`src/gbat_pkg.sv`:
```
`default_nettype none
// ----------------------------------------------------------------------------
// gbat_pkg: shared definitions of the geometric block array translator
// Field widths, register indexes, status codes and the command and status
// bundles that join the controller to the datapath.
// ----------------------------------------------------------------------------
package gbat_pkg;

  localparam int MAX_BLOCKS_DEF = 32;
  localparam int PAGE_BITS_DEF  = 48;

  localparam int RPP_W    = 13;
  localparam int INIT_W   = 21;
  localparam int GROW_W   = 5;
  localparam int MAXOFF_W = 32;
  localparam int OFF_W    = 31;
  localparam int SLOT_W   = 12;
  localparam int BLK_W    = 5;
  localparam int STATUS_W = 2;

  localparam int CFG_IDX_W  = 2;
  localparam int CFG_DATA_W = 32;

  // Record counts are tracked in 32 bits and saturate at 2^31, which is
  // already beyond any offset.
  localparam int REC_W = 32;
  localparam logic [REC_W-1:0] REC_CAP = 32'h8000_0000;

  // Divider: 32 dividend bits, two quotient bits per cycle.
  localparam int DIV_W     = 32;
  localparam int DIV_CNT_W = 4;
  localparam logic [DIV_CNT_W-1:0] DIV_LAST = 4'd15;

  localparam logic [RPP_W-1:0] RPP_MIN = 13'd1;
  localparam logic [RPP_W-1:0] RPP_MAX = 13'd4096;

  localparam logic [CFG_IDX_W-1:0] CFG_RPP     = 2'd0;
  localparam logic [CFG_IDX_W-1:0] CFG_INIT    = 2'd1;
  localparam logic [CFG_IDX_W-1:0] CFG_GROWTH  = 2'd2;
  localparam logic [CFG_IDX_W-1:0] CFG_MAX_OFF = 2'd3;

  localparam logic [STATUS_W-1:0] STATUS_OK    = 2'd0;
  localparam logic [STATUS_W-1:0] STATUS_OVER  = 2'd1;
  localparam logic [STATUS_W-1:0] STATUS_RANGE = 2'd2;

  typedef enum logic [1:0] {
    RES_OK,
    RES_STORE,
    RES_OVER,
    RES_RANGE
  } res_kind_t;

  typedef struct packed {
    logic      load;
    logic      store;
    logic      init_walk;
    logic      step;
    logic      start_div;
    logic      div_step;
    logic      emit;
    res_kind_t kind;
  } dp_cmd_t;

  typedef struct packed {
    logic is_store;
    logic store_ok;
    logic over;
    logic hit;
    logic walk_last;
    logic div_last;
    logic out_busy;
  } dp_sts_t;

endpackage
`default_nettype wire

```
`src/gbat_dp.sv`:
```
`default_nettype none
// ----------------------------------------------------------------------------
// gbat_dp: translator datapath
// Configuration registers, base page table, block walk accumulators,
// radix-4 restoring divider and the output register.
// ----------------------------------------------------------------------------
module gbat_dp
  import gbat_pkg::*;
#(
  parameter int MAX_BLOCKS = MAX_BLOCKS_DEF,
  parameter int PAGE_BITS  = PAGE_BITS_DEF
) (
  input  wire logic                  clk,
  input  wire logic                  rst,
  input  wire logic                  cfg_write,
  input  wire logic [CFG_IDX_W-1:0]  cfg_index,
  input  wire logic [CFG_DATA_W-1:0] cfg_data,
  input  wire logic                  mode,
  input  wire logic [BLK_W-1:0]      block_number,
  input  wire logic [PAGE_BITS-1:0]  base_page,
  input  wire logic [OFF_W-1:0]      offset,
  output logic                       out_valid,
  input  wire logic                  out_stall,
  output logic [PAGE_BITS-1:0]       page,
  output logic [SLOT_W-1:0]          slot,
  output logic [BLK_W-1:0]           found_block,
  output logic [STATUS_W-1:0]        status,
  input  wire dp_cmd_t               cmd,
  output dp_sts_t                    sts
);

  localparam int KW = $clog2(MAX_BLOCKS);
  localparam int BN_W = (KW > BLK_W) ? KW + 1 : BLK_W + 1;

  // Configuration registers.
  logic [RPP_W-1:0]           rpp;
  logic [INIT_W-1:0]          initial_size;
  logic [GROW_W-1:0]          growth;
  logic signed [MAXOFF_W-1:0] max_offset;

  always_ff @(posedge clk) begin
    if (rst) begin
      rpp          <= 13'd512;
      initial_size <= 21'd1;
      growth       <= 5'd2;
      max_offset   <= -32'sd1;
    end else if (cfg_write) begin
      case (cfg_index)
        CFG_RPP:     rpp          <= cfg_data[RPP_W-1:0];
        CFG_INIT:    initial_size <= cfg_data[INIT_W-1:0];
        CFG_GROWTH:  growth       <= cfg_data[GROW_W-1:0];
        CFG_MAX_OFF: max_offset   <= $signed(cfg_data[MAXOFF_W-1:0]);
        default: ;
      endcase
    end
  end

  logic [RPP_W-1:0] rpp_c;
  assign rpp_c = (rpp == '0) ? RPP_MIN : ((rpp > RPP_MAX) ? RPP_MAX : rpp);

  // Latched item.
  logic                 mode_q;
  logic [BLK_W-1:0]     blk_q;
  logic [PAGE_BITS-1:0] base_q;
  logic [OFF_W-1:0]     off_q;

  always_ff @(posedge clk) begin
    if (cmd.load) begin
      mode_q <= mode;
      blk_q  <= block_number;
      base_q <= base_page;
      off_q  <= offset;
    end
  end

  // Base page table; the user must store an entry before it is read (no check here).
  logic [PAGE_BITS-1:0] base_table [MAX_BLOCKS];
  logic [PAGE_BITS-1:0] base_rd;
  logic [KW-1:0]        k;

  always_ff @(posedge clk) begin
    if (cmd.store) begin
      base_table[KW'(blk_q)] <= base_q;
    end
    if (cmd.start_div) begin
      base_rd <= base_table[k];
    end
  end

  // Block walk.
  logic [REC_W-1:0]        low;
  logic [REC_W-1:0]        recs;
  logic [RPP_W+INIT_W-1:0] init_prod;
  logic [REC_W+GROW_W-1:0] grow_prod;
  logic [REC_W:0]          hsum;

  assign init_prod = rpp_c * initial_size;
  assign grow_prod = recs * growth;
  assign hsum      = {1'b0, low} + {1'b0, recs};

  always_ff @(posedge clk) begin
    if (cmd.init_walk) begin
      low  <= '0;
      k    <= '0;
      recs <= (init_prod > (RPP_W+INIT_W)'(REC_CAP)) ? REC_CAP : REC_W'(init_prod);
    end else if (cmd.step) begin
      low  <= hsum[REC_W-1:0];
      k    <= k + 1'b1;
      recs <= (grow_prod > (REC_W+GROW_W)'(REC_CAP)) ? REC_CAP : REC_W'(grow_prod);
    end
  end

  // Divider: within-block offset by records per page, two bits a cycle.
  logic [DIV_W-1:0]     num;
  logic [RPP_W-1:0]     rem;
  logic [DIV_W-1:0]     quot;
  logic [DIV_CNT_W-1:0] cnt;
  logic [DIV_W-1:0]     num_next;
  logic [RPP_W-1:0]     rem_next;
  logic [DIV_W-1:0]     quot_next;
  logic [OFF_W-1:0]     blk_off;

  assign blk_off = off_q - low[OFF_W-1:0];

  always_comb begin
    logic [RPP_W:0] t;
    num_next  = num;
    rem_next  = rem;
    quot_next = quot;
    for (int i = 0; i < 2; i++) begin
      t        = {rem_next, num_next[DIV_W-1]};
      num_next = {num_next[DIV_W-2:0], 1'b0};
      if (t >= {1'b0, rpp_c}) begin
        rem_next  = RPP_W'(t - {1'b0, rpp_c});
        quot_next = {quot_next[DIV_W-2:0], 1'b1};
      end else begin
        rem_next  = t[RPP_W-1:0];
        quot_next = {quot_next[DIV_W-2:0], 1'b0};
      end
    end
  end

  always_ff @(posedge clk) begin
    if (cmd.start_div) begin
      num  <= {1'b0, blk_off};
      rem  <= '0;
      quot <= '0;
      cnt  <= '0;
    end else if (cmd.div_step) begin
      num  <= num_next;
      rem  <= rem_next;
      quot <= quot_next;
      cnt  <= cnt + 1'b1;
    end
  end

  // Output register.
  always_ff @(posedge clk) begin
    if (rst) begin
      out_valid <= 1'b0;
    end else if (cmd.emit) begin
      out_valid <= 1'b1;
    end else if (!out_stall) begin
      out_valid <= 1'b0;
    end
  end

  always_ff @(posedge clk) begin
    if (cmd.emit) begin
      case (cmd.kind)
        RES_OK: begin
          page        <= base_rd + PAGE_BITS'(quot);
          slot        <= rem[SLOT_W-1:0];
          found_block <= BLK_W'(k);
          status      <= STATUS_OK;
        end
        RES_STORE: begin
          page        <= '0;
          slot        <= '0;
          found_block <= '0;
          status      <= STATUS_OK;
        end
        RES_OVER: begin
          page        <= '0;
          slot        <= '0;
          found_block <= '0;
          status      <= STATUS_OVER;
        end
        default: begin
          page        <= '0;
          slot        <= '0;
          found_block <= '0;
          status      <= STATUS_RANGE;
        end
      endcase
    end
  end

  assign sts.is_store  = !mode_q;
  assign sts.store_ok  = BN_W'(blk_q) < BN_W'(MAX_BLOCKS);
  assign sts.over      = $signed({1'b0, off_q}) > max_offset;
  assign sts.hit       = {2'b00, off_q} < hsum;
  assign sts.walk_last = (k == KW'(MAX_BLOCKS - 1));
  assign sts.div_last  = (cnt == DIV_LAST);
  assign sts.out_busy  = out_valid && out_stall;

  a_err_zero: assert property (@(posedge clk) disable iff (rst)
    out_valid && status != STATUS_OK |-> page == '0 && slot == '0 && found_block == '0)
    else $error("error result carries nonzero page, slot or block");

  a_rem_range: assert property (@(posedge clk) disable iff (rst)
    cmd.emit && cmd.kind == RES_OK |-> rem < rpp_c)
    else $error("divider remainder not below records per page");

  a_walk_index: assert property (@(posedge clk) disable iff (rst)
    cmd.start_div |-> (KW + 1)'(k) < (KW + 1)'(MAX_BLOCKS))
    else $error("table read past the last block");

endmodule
`default_nettype wire

```
`src/gbat_ctrl.sv`:
```
`default_nettype none
// ----------------------------------------------------------------------------
// gbat_ctrl: translator controller
// Sequences check, block walk, division and result hand-off for one item.
// ----------------------------------------------------------------------------
module gbat_ctrl
  import gbat_pkg::*;
(
  input  wire logic    clk,
  input  wire logic    rst,
  input  wire logic    in_valid,
  output logic         in_stall,
  output dp_cmd_t      cmd,
  input  wire dp_sts_t sts
);

  typedef enum logic [2:0] {
    S_IDLE,
    S_CHECK,
    S_WALK,
    S_DIV,
    S_FINISH
  } state_t;

  state_t    state;
  state_t    state_next;
  res_kind_t kind;
  res_kind_t kind_next;

  assign in_stall = (state != S_IDLE);

  always_comb begin
    cmd        = '0;
    cmd.kind   = kind;
    state_next = state;
    kind_next  = kind;
    case (state)
      S_IDLE: begin
        if (in_valid) begin
          cmd.load   = 1'b1;
          state_next = S_CHECK;
        end
      end
      S_CHECK: begin
        if (sts.is_store) begin
          cmd.store  = sts.store_ok;
          kind_next  = sts.store_ok ? RES_STORE : RES_RANGE;
          state_next = S_FINISH;
        end else if (sts.over) begin
          kind_next  = RES_OVER;
          state_next = S_FINISH;
        end else begin
          cmd.init_walk = 1'b1;
          state_next    = S_WALK;
        end
      end
      S_WALK: begin
        if (sts.hit) begin
          cmd.start_div = 1'b1;
          state_next    = S_DIV;
        end else if (sts.walk_last) begin
          kind_next  = RES_RANGE;
          state_next = S_FINISH;
        end else begin
          cmd.step = 1'b1;
        end
      end
      S_DIV: begin
        cmd.div_step = 1'b1;
        if (sts.div_last) begin
          kind_next  = RES_OK;
          state_next = S_FINISH;
        end
      end
      S_FINISH: begin
        if (!sts.out_busy) begin
          cmd.emit   = 1'b1;
          state_next = S_IDLE;
        end
      end
      default: state_next = S_IDLE;
    endcase
  end

  always_ff @(posedge clk) begin
    if (rst) begin
      state <= S_IDLE;
      kind  <= RES_OK;
    end else begin
      state <= state_next;
      kind  <= kind_next;
    end
  end

  a_div_done: assert property (@(posedge clk) disable iff (rst)
    state == S_DIV && sts.div_last |=> state == S_FINISH)
    else $error("division did not hand over to the finish state");

  a_ok_after_div: assert property (@(posedge clk) disable iff (rst)
    state == S_FINISH && kind == RES_OK |-> $past(state == S_DIV) || $past(state == S_FINISH))
    else $error("good result without a division");

endmodule
`default_nettype wire

```
`src/geometric_block_array_translate.sv`:
```
`default_nettype none
// ----------------------------------------------------------------------------
// geometric_block_array_translate: record offset to page and slot translator
// Walks the geometric blocks of a growable array to find the block holding
// a record offset, then splits the in-block offset into page and slot.
// ----------------------------------------------------------------------------
// Usage:
//   The input channel (in_valid / in_stall) carries one transaction per item.
//   A store transaction (mode 0) writes a block's base page into the table;
//   a translate transaction (mode 1) looks up an offset. Every transaction
//   yields exactly one result on the output channel (out_valid / out_stall).
//   The configuration port is a plain write port (cfg_write, cfg_index,
//   cfg_data) that the user must write only while the block is idle; the
//   block makes no check of this. A store is checked and its result handed
//   straight to the output register. A lookup walks the blocks in order,
//   with one add-and-compare step per block, until the offset falls inside
//   a block, then runs the radix-4 divider. Range errors on a store return
//   straight after the check, and on a lookup when the walk runs out of
//   blocks.
//   Results sit in an output register, so the next transaction is taken
//   while an earlier result is still stalled; a new result waits in the
//   finish state until the register frees up.
//   Reset restores the register defaults and empties the output; the base
//   page table is not cleared and each entry must be stored before use.
// ----------------------------------------------------------------------------
module geometric_block_array_translate
  import gbat_pkg::*;
#(
  parameter int MAX_BLOCKS = MAX_BLOCKS_DEF,
  parameter int PAGE_BITS  = PAGE_BITS_DEF
) (
  input  wire logic                  clk,
  input  wire logic                  rst,
  input  wire logic                  cfg_write,
  input  wire logic [CFG_IDX_W-1:0]  cfg_index,
  input  wire logic [CFG_DATA_W-1:0] cfg_data,
  input  wire logic                  in_valid,
  output logic                       in_stall,
  input  wire logic                  mode,
  input  wire logic [BLK_W-1:0]      block_number,
  input  wire logic [PAGE_BITS-1:0]  base_page,
  input  wire logic [OFF_W-1:0]      offset,
  output logic                       out_valid,
  input  wire logic                  out_stall,
  output logic [PAGE_BITS-1:0]       page,
  output logic [SLOT_W-1:0]          slot,
  output logic [BLK_W-1:0]           found_block,
  output logic [STATUS_W-1:0]        status
);

  // The controller only sees summarized status from the datapath and
  // drives it through one command bundle.
  dp_cmd_t cmd;
  dp_sts_t sts;

  gbat_ctrl u_ctrl (
    .clk      (clk),
    .rst      (rst),
    .in_valid (in_valid),
    .in_stall (in_stall),
    .cmd      (cmd),
    .sts      (sts)
  );

  gbat_dp #(
    .MAX_BLOCKS (MAX_BLOCKS),
    .PAGE_BITS  (PAGE_BITS)
  ) u_dp (
    .clk          (clk),
    .rst          (rst),
    .cfg_write    (cfg_write),
    .cfg_index    (cfg_index),
    .cfg_data     (cfg_data),
    .mode         (mode),
    .block_number (block_number),
    .base_page    (base_page),
    .offset       (offset),
    .out_valid    (out_valid),
    .out_stall    (out_stall),
    .page         (page),
    .slot         (slot),
    .found_block  (found_block),
    .status       (status),
    .cmd          (cmd),
    .sts          (sts)
  );

endmodule
`default_nettype wire
```
`config.mk`:
```
export PLATFORM = sky130hd
export DESIGN_NAME = geometric_block_array_translate
export DESIGN_NICKNAME = d
export VERILOG_FILES = /design/src/gbat_pkg.sv /design/src/gbat_dp.sv /design/src/gbat_ctrl.sv /design/src/geometric_block_array_translate.sv
export SDC_FILE = /design/constraint.sdc
export NUM_CORES = 2
export LEC_CHECK = 0
export BUFFER_PORTS_ARGS = -buffer_cell sky130_fd_sc_hd__buf_2
export CORE_MARGIN = 5
export CORE_UTILIZATION = 34
export DETAILED_ROUTE_END_ITERATION = 12
export PLACE_DENSITY_LB_ADDON = 0.05
export SLEW_MARGIN = 15
export SYNTH_ARGS = -nofsm -noshare
export SYNTH_HDL_FRONTEND = slang
export SYNTH_SLANG_ARGS = --single-unit
export TNS_END_PERCENT = 10
```
`constraint.sdc`:
```
create_clock -name clk -period 7.7 [get_ports clk]
set_input_delay 0 -clock clk [delete_from_list [all_inputs] [get_ports clk]]
set_output_delay 0 -clock clk [all_outputs]
set_load 0.01 [all_outputs]
```
**Word-level counts from Yosys, hierarchy flattened**

Memories as Yosys holds them, arrays and structs flattened. A register that Yosys moved wholly into a read port is not among the register bits.
Index checks and enable logic that the tools add are counted.

- Memory bits (writable): 1536
- Register bits: 379
- Memories: 1

Memory list:

| memory | depth | width | read ports | clocked after memory_dff | wr ports | line | RTL |
|---|---|---|---|---|---|---|---|
| u_dp.base_table | 32 | 48 | 1 | 1 | 1 | gbat_dp.sv:77 | `logic [PAGE_BITS-1:0] base_table [MAX_BLOCKS];` |

- $add $sub $neg: 7
- Order comparisons: 7
- $mul: 2
- Reductions and logical operators: 16
- Equality and inequality tests: 19
- Multiplexer cells: 44

Operator list:

| cell | number |
|---|---|
| 32-bit 2-to-1 mux | 4 |
| 31-bit 2-to-1 mux | 2 |
| 13-bit 2-to-1 mux | 4 |
| 48-bit by 32-bit adder with 48-bit output | 1 |
| 37-bit by 32-bit greater-than comparator with 1-bit output, second input constant | 1 |
| 32-bit by 5-bit multiplier with 37-bit output | 1 |
| 34-bit by 32-bit greater-than comparator with 1-bit output, second input constant | 1 |
| 13-bit by 21-bit multiplier with 34-bit output | 1 |
| 32-bit by 32-bit adder with 33-bit output | 1 |
| 31-bit by 33-bit < comparator with 1-bit output | 1 |
| 32-bit greater-than comparator | 1 |
| 31-bit subtractor | 1 |
| 14-bit by 13-bit greater-or-equal comparator with 1-bit output | 2 |
| 13-bit subtractor | 2 |
| 3-bit 2-to-1 mux | 7 |
| 1-bit 2-to-1 mux | 17 |
| 3-bit one-hot mux with 5 select lines | 1 |
| 2-bit 2-to-1 mux | 7 |
| 13-bit greater-than comparator, second input constant | 1 |
| 13-bit logical NOT | 1 |
| 2-bit != test, second input constant | 5 |
| 2-bit AND reduction | 4 |
| 2-bit equality test, second input constant | 3 |
| 3-bit by 2-bit equality test with 1-bit output, second input constant | 2 |
| other kinds (19) | 24 |

**Logic depth before layout (Yosys ltp)**

- Word-level depth: 7
- Depth in mapped cells: 30
- Gate-level depth less buffers: 26

**Hierarchy**

A second synthesis with hierarchy kept.

- Cell total of the unflattened synthesis: 6102
- Area, all modules: 94996.1 µm²

Modules (own cells, without submodules):

| module | cells an instance | area each (µm²) | instances |
|---|---|---|---|
| gbat_dp | 6053 | 94622.0 | 1 |
| gbat_ctrl | 49 | 374.1 | 1 |

**Worst setup path before layout**

Ideal clock, no wire load.

- Kind: reg2reg
- Start: reg u_dp.recs[0]
- End: reg u_dp.num[0], enable pin
- Slack: 0.750 ns
- Buffers on the path: 0
- Cell stages (with the launch flop): 23
- Arrival time: 6.488 ns
- Clock period less this slack: 6.950 ns
- Cells stage by stage: edfxtp_1 > ha_1 > fa_1 > a21o_1 > a21oi_1 > o21ai_0 > a21o_1 > a21oi_1 > o21ai_0 > a31oi_1 > nand2b_1 > a32oi_1 > mux2i_1 > ha_1 > a21o_1 > a21o_1 > a21oi_1 > o211ai_1 > nand2_1 > a21oi_1 > a21oi_1 > a21oi_2 > o21ai_0

- Cells in the longest elaborated chain, start to end: 5

Ends and longest elaborated chain:

| what | line | RTL |
|---|---|---|
| start, declared | gbat_dp.sv:92 | `logic [REC_W-1:0] recs;` |
| start signal, assigned | gbat_dp.sv:105 | `recs <= (init_prod > (RPP_W+INIT_W)'(REC_CAP)) ? REC_CAP : REC_W'(init_prod);` |
| start signal, assigned | gbat_dp.sv:109 | `recs <= (grow_prod > (REC_W+GROW_W)'(REC_CAP)) ? REC_CAP : REC_W'(grow_prod);` |
| 32-bit by 32-bit adder with 33-bit output | gbat_dp.sv:99 | `assign hsum = {1'b0, low} + {1'b0, recs};` |
| 31-bit by 33-bit < comparator with 1-bit output | gbat_dp.sv:202 | `assign sts.hit = {2'b00, off_q} < hsum;` |
| 1-bit 2-to-1 mux | gbat_ctrl.sv:58 | `if (sts.hit) begin` |
| 2-bit 2-to-1 mux | gbat_ctrl.sv:37 | `case (state)` |
| 2-bit nonzero test (no source line) | - |  |
| end signal, assigned | gbat_dp.sv:145 | `num <= {1'b0, blk_off};` |
| end signal, assigned | gbat_dp.sv:150 | `num <= num_next;` |
| end, declared | gbat_dp.sv:114 | `logic [DIV_W-1:0] num;` |

Every way passes these cells.
A chain may end at the register's enable or synchronous reset.

**Worst setup path in the final report**

- Start: reg u_dp.rpp[12]
- End: reg u_dp.recs[2] (data pin)

- Cells in the longest elaborated chain, start to end: 7
- Elaborated cells between the ends (all ways): 8

Ends and longest elaborated chain:

| what | line | RTL |
|---|---|---|
| start, declared | gbat_dp.sv:36 | `logic [RPP_W-1:0] rpp;` |
| start signal, assigned | gbat_dp.sv:49 | `CFG_RPP: rpp <= cfg_data[RPP_W-1:0];` |
| 13-bit greater-than comparator | gbat_dp.sv:59 | `assign rpp_c = (rpp == '0) ? RPP_MIN : ((rpp > RPP_MAX) ? RPP_MAX : rpp);` |
| 13-bit 2-to-1 mux | gbat_dp.sv:59 |  |
| 13-bit 2-to-1 mux (*) | gbat_dp.sv:59 |  |
| 13-bit by 21-bit multiplier with 34-bit output (*) | gbat_dp.sv:97 | `assign init_prod = rpp_c * initial_size;` |
| 34-bit by 32-bit greater-than comparator with 1-bit output | gbat_dp.sv:105 |  |
| 32-bit 2-to-1 mux (*) | gbat_dp.sv:105 |  |
| 32-bit 2-to-1 mux (*) | gbat_dp.sv:102 | `if (cmd.init_walk) begin` |

Every way passes the cells marked *; elsewhere a longest branch is shown, timed or not.

==> reports/results.ini <==
[floorplan]
num_rows = 195
coreArea_um2 = 282000
io_pins = 193
dieArea_um2 = 294000
die_y_um = 542
die_x_um = 542
initial_utilization_pct = 34.1

[timing]
min_period_over_period_pct = 95.1
hold_viol = 0
finClkSkew_ns = 0.0898
max_freq_mhz = 137
slew_viol_final = 0
finalSetupViolations = 0
rsz0062_at_grt = yes
maxSlewHeadroom_pct = 14.3
tightest_slew_ns = 1.27
period_needed_ns = 7.32
timing.final.ws_setup_ns = 0.376

[clock_tree]
root_buffer = clkbuf_16
cts_tree = done
clk_pin_slew_ns = 0.06
numCtsBuffers = 225
clk_latency_ns = 0.90
cts.sinks = 1963
cts.htree.levels = 4
clock_path_buffers = 4

[synthesis]
syn_area_um2 = 96300
synth-edff-count = 1799
syn_inst = 6987
async_flop_share_pct = 0
synth_cell_types = 104
ys_seq_elements = 1963
synth_fp_nets = 7723
syn_avg_cell_area_um2 = 13.8
yosysSeqAreaShare_pct = 59.5
yosys_warnings = 0
synth-main-ff-cell = edfxtp_1

[routing]
routed-wl-met2_um = 154000
viasPerCell = 5.16
vias = 59000
wl_met3_um = 10100
top_layer_used = met4
ant_nets = 0
drc_errors = 0
first_pass_iters = 7
detail_route.wl_per_cell_um = 26.6
drtIter0Drc = 3944
wirelength_um = 305000
met1_length_um = 133000

[worst_setup_path]
cp-start-kind = flop
crit_arrival_ns = 7.98
slowest_delay_ns = 0.59
crit_path_end_kind = flop
slowest_stage = fa_1
critPathMostFrequentCell = fa_1
cp.required_ns = 8.36
crit_chain = buf_4 > nor2b_2 > buf_4 > nand2_1 > fa_1 > fa_1 > inv_1 > fa_1 > fa_1 > fa_1 > ha_1 > a21oi_1 > nand2_1 > a21oi_1 > nor3_1 > o21ai_1 > nand2b_1 > a2111oi_4 > o21ai_1 > a2111oi_4 > o21ai_2 > buf_12 > o21ai_0
crit_family = adder cells
crit_buf_inv = 4
critPathKind = flop to flop
worstPathMaxFanout = 24

[power]
clock_power_share_pct = 43.0
power_mw = 24.8
p_int_mw = 18.9
combPwrFrac_pct = 8.6
switching_power_mw = 5.94
seq_power_share_pct = 48.4
ir_drop_v = 0.000191
power_density_nw_per_um2 = 221
p_leak_nw = 39.3
swShare_pct = 23.9

[placed_design]
place_ws_ns = 0.200
hpwlAfterDp_um = 194000
gp_congestion = 0.832
portBuffers = 192
place_area_um2 = 103000
dp_cells = 10800

[finish]
finalNetCount = 8246
layout-drive-gt1-share_pct = 14.9
stdcell_count = 11400
final_core_util_pct = 39.9
area_growth_pct = 16.8
final_cell_area_um2 = 113000

[global_route]
grt_pass1_vias = 61700
overflow = 0
grt_pass1_wl_um = 443000
antenna_found_initial = 14
grt_usage_pct = 20.4
grt_max_degree = 101

[worst_hold_path]
hold_class = input pin to flop

[job]
cap_violations = 0

[run_status]
outcome = finished, final reports clean

## flip-flops by register name (all words and copies together) (netlist names), 2 cells and up
signal	flops
u_ctrl.kind	2
u_dp.low	32
u_dp.k	5
u_dp.initial_size	21
u_dp.cnt	4
u_dp.status	2
u_dp.base_q	48
u_ctrl.state	3
u_dp.blk_q	5
u_dp.off_q	31
u_dp.rem	13
u_dp.found_block	5
u_dp.quot	32
u_dp.max_offset	32
u_dp.num	32
u_dp.growth	5
u_dp.rpp	13
u_dp.base_rd	48
u_dp.base_table	1536
u_dp.page	48
u_dp.slot	12
u_dp.recs	32
## per-stage QoR
stage / setup TNS, ns / hold slack, ns
detailed placement: 0 / 0.178
floorplan: 0 / 0.0989
global route: -0.0424 / 0.0416
CTS: 0 / 0.00402
finish: 0 / 0.0728
global placement: 0 / 0.178
## cells in the final DEF (no fill, tap or decap), types with 21 or more instances in the layout
cell	Yosys	final
nor2_4	0	35
a21oi_1	340	338
fa_1	304	304
mux2i_1	315	315
o21ai_0	299	297
a211o_1	35	35
clkbuf_16	0	230
dfxtp_1	164	157
o21a_1	29	29
nand2b_1	34	33
ha_1	308	308
clkinv_1	0	52
and2_1	254	252
inv_1	461	461
edfxtp_1	1799	1799
a31oi_1	21	21
nand2_1	696	694
o22ai_1	65	65
o21bai_1	22	22
buf_2	14	192
mux4_2	192	192
clkbuf_1	266	31
mux2_2	122	122
nor2_1	229	193
nand3_1	86	86
xnor2_1	85	85
nor3_1	49	47
a21o_1	100	100
a211oi_1	25	25
buf_4	2	162
and3_1	24	23
xor2_1	72	72
dlygate4sd3_1	0	264
clkinv_2	0	53
o221ai_1	147	147
nand4_1	45	45
nor2b_1	46	43
## worst register-to-register path, delay by kind of cell (launching register included)
kind            cells  cell delay [ns]
buf+inv             4             0.69
compound gates      8             2.32
flops               1             0.40
fa+ha+maj           6             3.03
simple gates        5             0.71
## worst paths after layout
check,from,depth (start not counted),endpoint,slack [ns]
min,base_page[46],2,u_dp.base_q[46],0.07
min reg2reg,u_dp.quot[3],2,u_dp.quot[5],0.45
max reg2reg,u_dp.rpp[12],23,u_dp.recs[2],0.38
max,u_dp.rpp[12],23,u_dp.recs[2],0.38
## synth_stat cells (all sizes together) (9+ instances only)
master | number | area share [%]
edfxtp | 1799 | 56
xnor2 | 85 | 0.77
nand2 | 697 | 2.7
clkbuf | 267 | 1.0
and3 | 25 | 0.16
nand3 | 90 | 0.50
mux2i | 315 | 3.3
mux4 | 192 | 4.5
a21oi | 344 | 1.8
o211ai | 19 | 0.16
a21o | 100 | 0.78
nand3b | 11 | 0.086
and2 | 254 | 1.6
dfxtp | 164 | 3.4
o21ai | 335 | 1.8
o21bai | 22 | 0.17
ha | 308 | 4.0
xor2 | 72 | 0.65
o31ai | 17 | 0.14
nor4 | 16 | 0.10
fa | 304 | 6.3
a31oi | 21 | 0.14
nor2b | 46 | 0.30
nand4 | 45 | 0.29
or3 | 16 | 0.10
nor2 | 230 | 0.90
buf | 70 | 0.33
or2 | 9 | 0.058
a2111oi | 15 | 0.24
o21a | 29 | 0.23
a211o | 35 | 0.32
a211oi | 27 | 0.22
o22ai | 65 | 0.42
inv | 461 | 1.8
nor3b | 10 | 0.078
o221ai | 148 | 1.4
nand2b | 34 | 0.22
nor3 | 51 | 0.28
mux2 | 133 | 1.6
a21boi | 11 | 0.086
## power groups by stage
stage               combinational [mW]  clock, mW  sequential [mW]
floorplan                         1.45          0             12.1
global placement                  2.05          0             12.2
detailed placement                2.05          0             12.2
CTS                               2.17       11.0             12.0
global route                      2.35       11.4             12.0
finish                            2.14       10.7             12.0
## layout make-up
class | count | area (µm²)
sequential | 1963 | 57300
clock inverter | 151 | 1380
fill | 26400 | 170000
timing repair buffer | 633 | 5110
clock buffer | 267 | 5950
tap | 3743 | 4680
inverter | 461 | 1730
antenna | 4 | 10.0
multi-input combinational | 4226 | 36300
## layer usage
layer,global-route usage (%),vias up
li1,-,27000
met1,26.9,30600
met2,36.3,1056
met3,2.10,353
met4,4.92,0
met5,0,-
## cells by family after synthesis
family          after synthesis  share of synthesized area [%]
xor+xnor                    157                           1.43
compound gates             1256                           8.58
simple gates               1561                           7.70
fa+ha+maj                   612                           10.3
flops                      1963                           59.5
mux                         640                           9.32
buf+inv                     798                           3.17
## repair_timing
| action | 4_1_cts | 5_1_grt |
|---|---|---|
| hold endpoints to repair | 189 | 0 |
| hold buffers | 264 | 0 |
| setup endpoints to repair | 0 | 45 |
| resized for setup | 0 | 5 |
| buffers inserted | 0 | 1 |
Note: power is estimated with default switching activity, not from simulation.
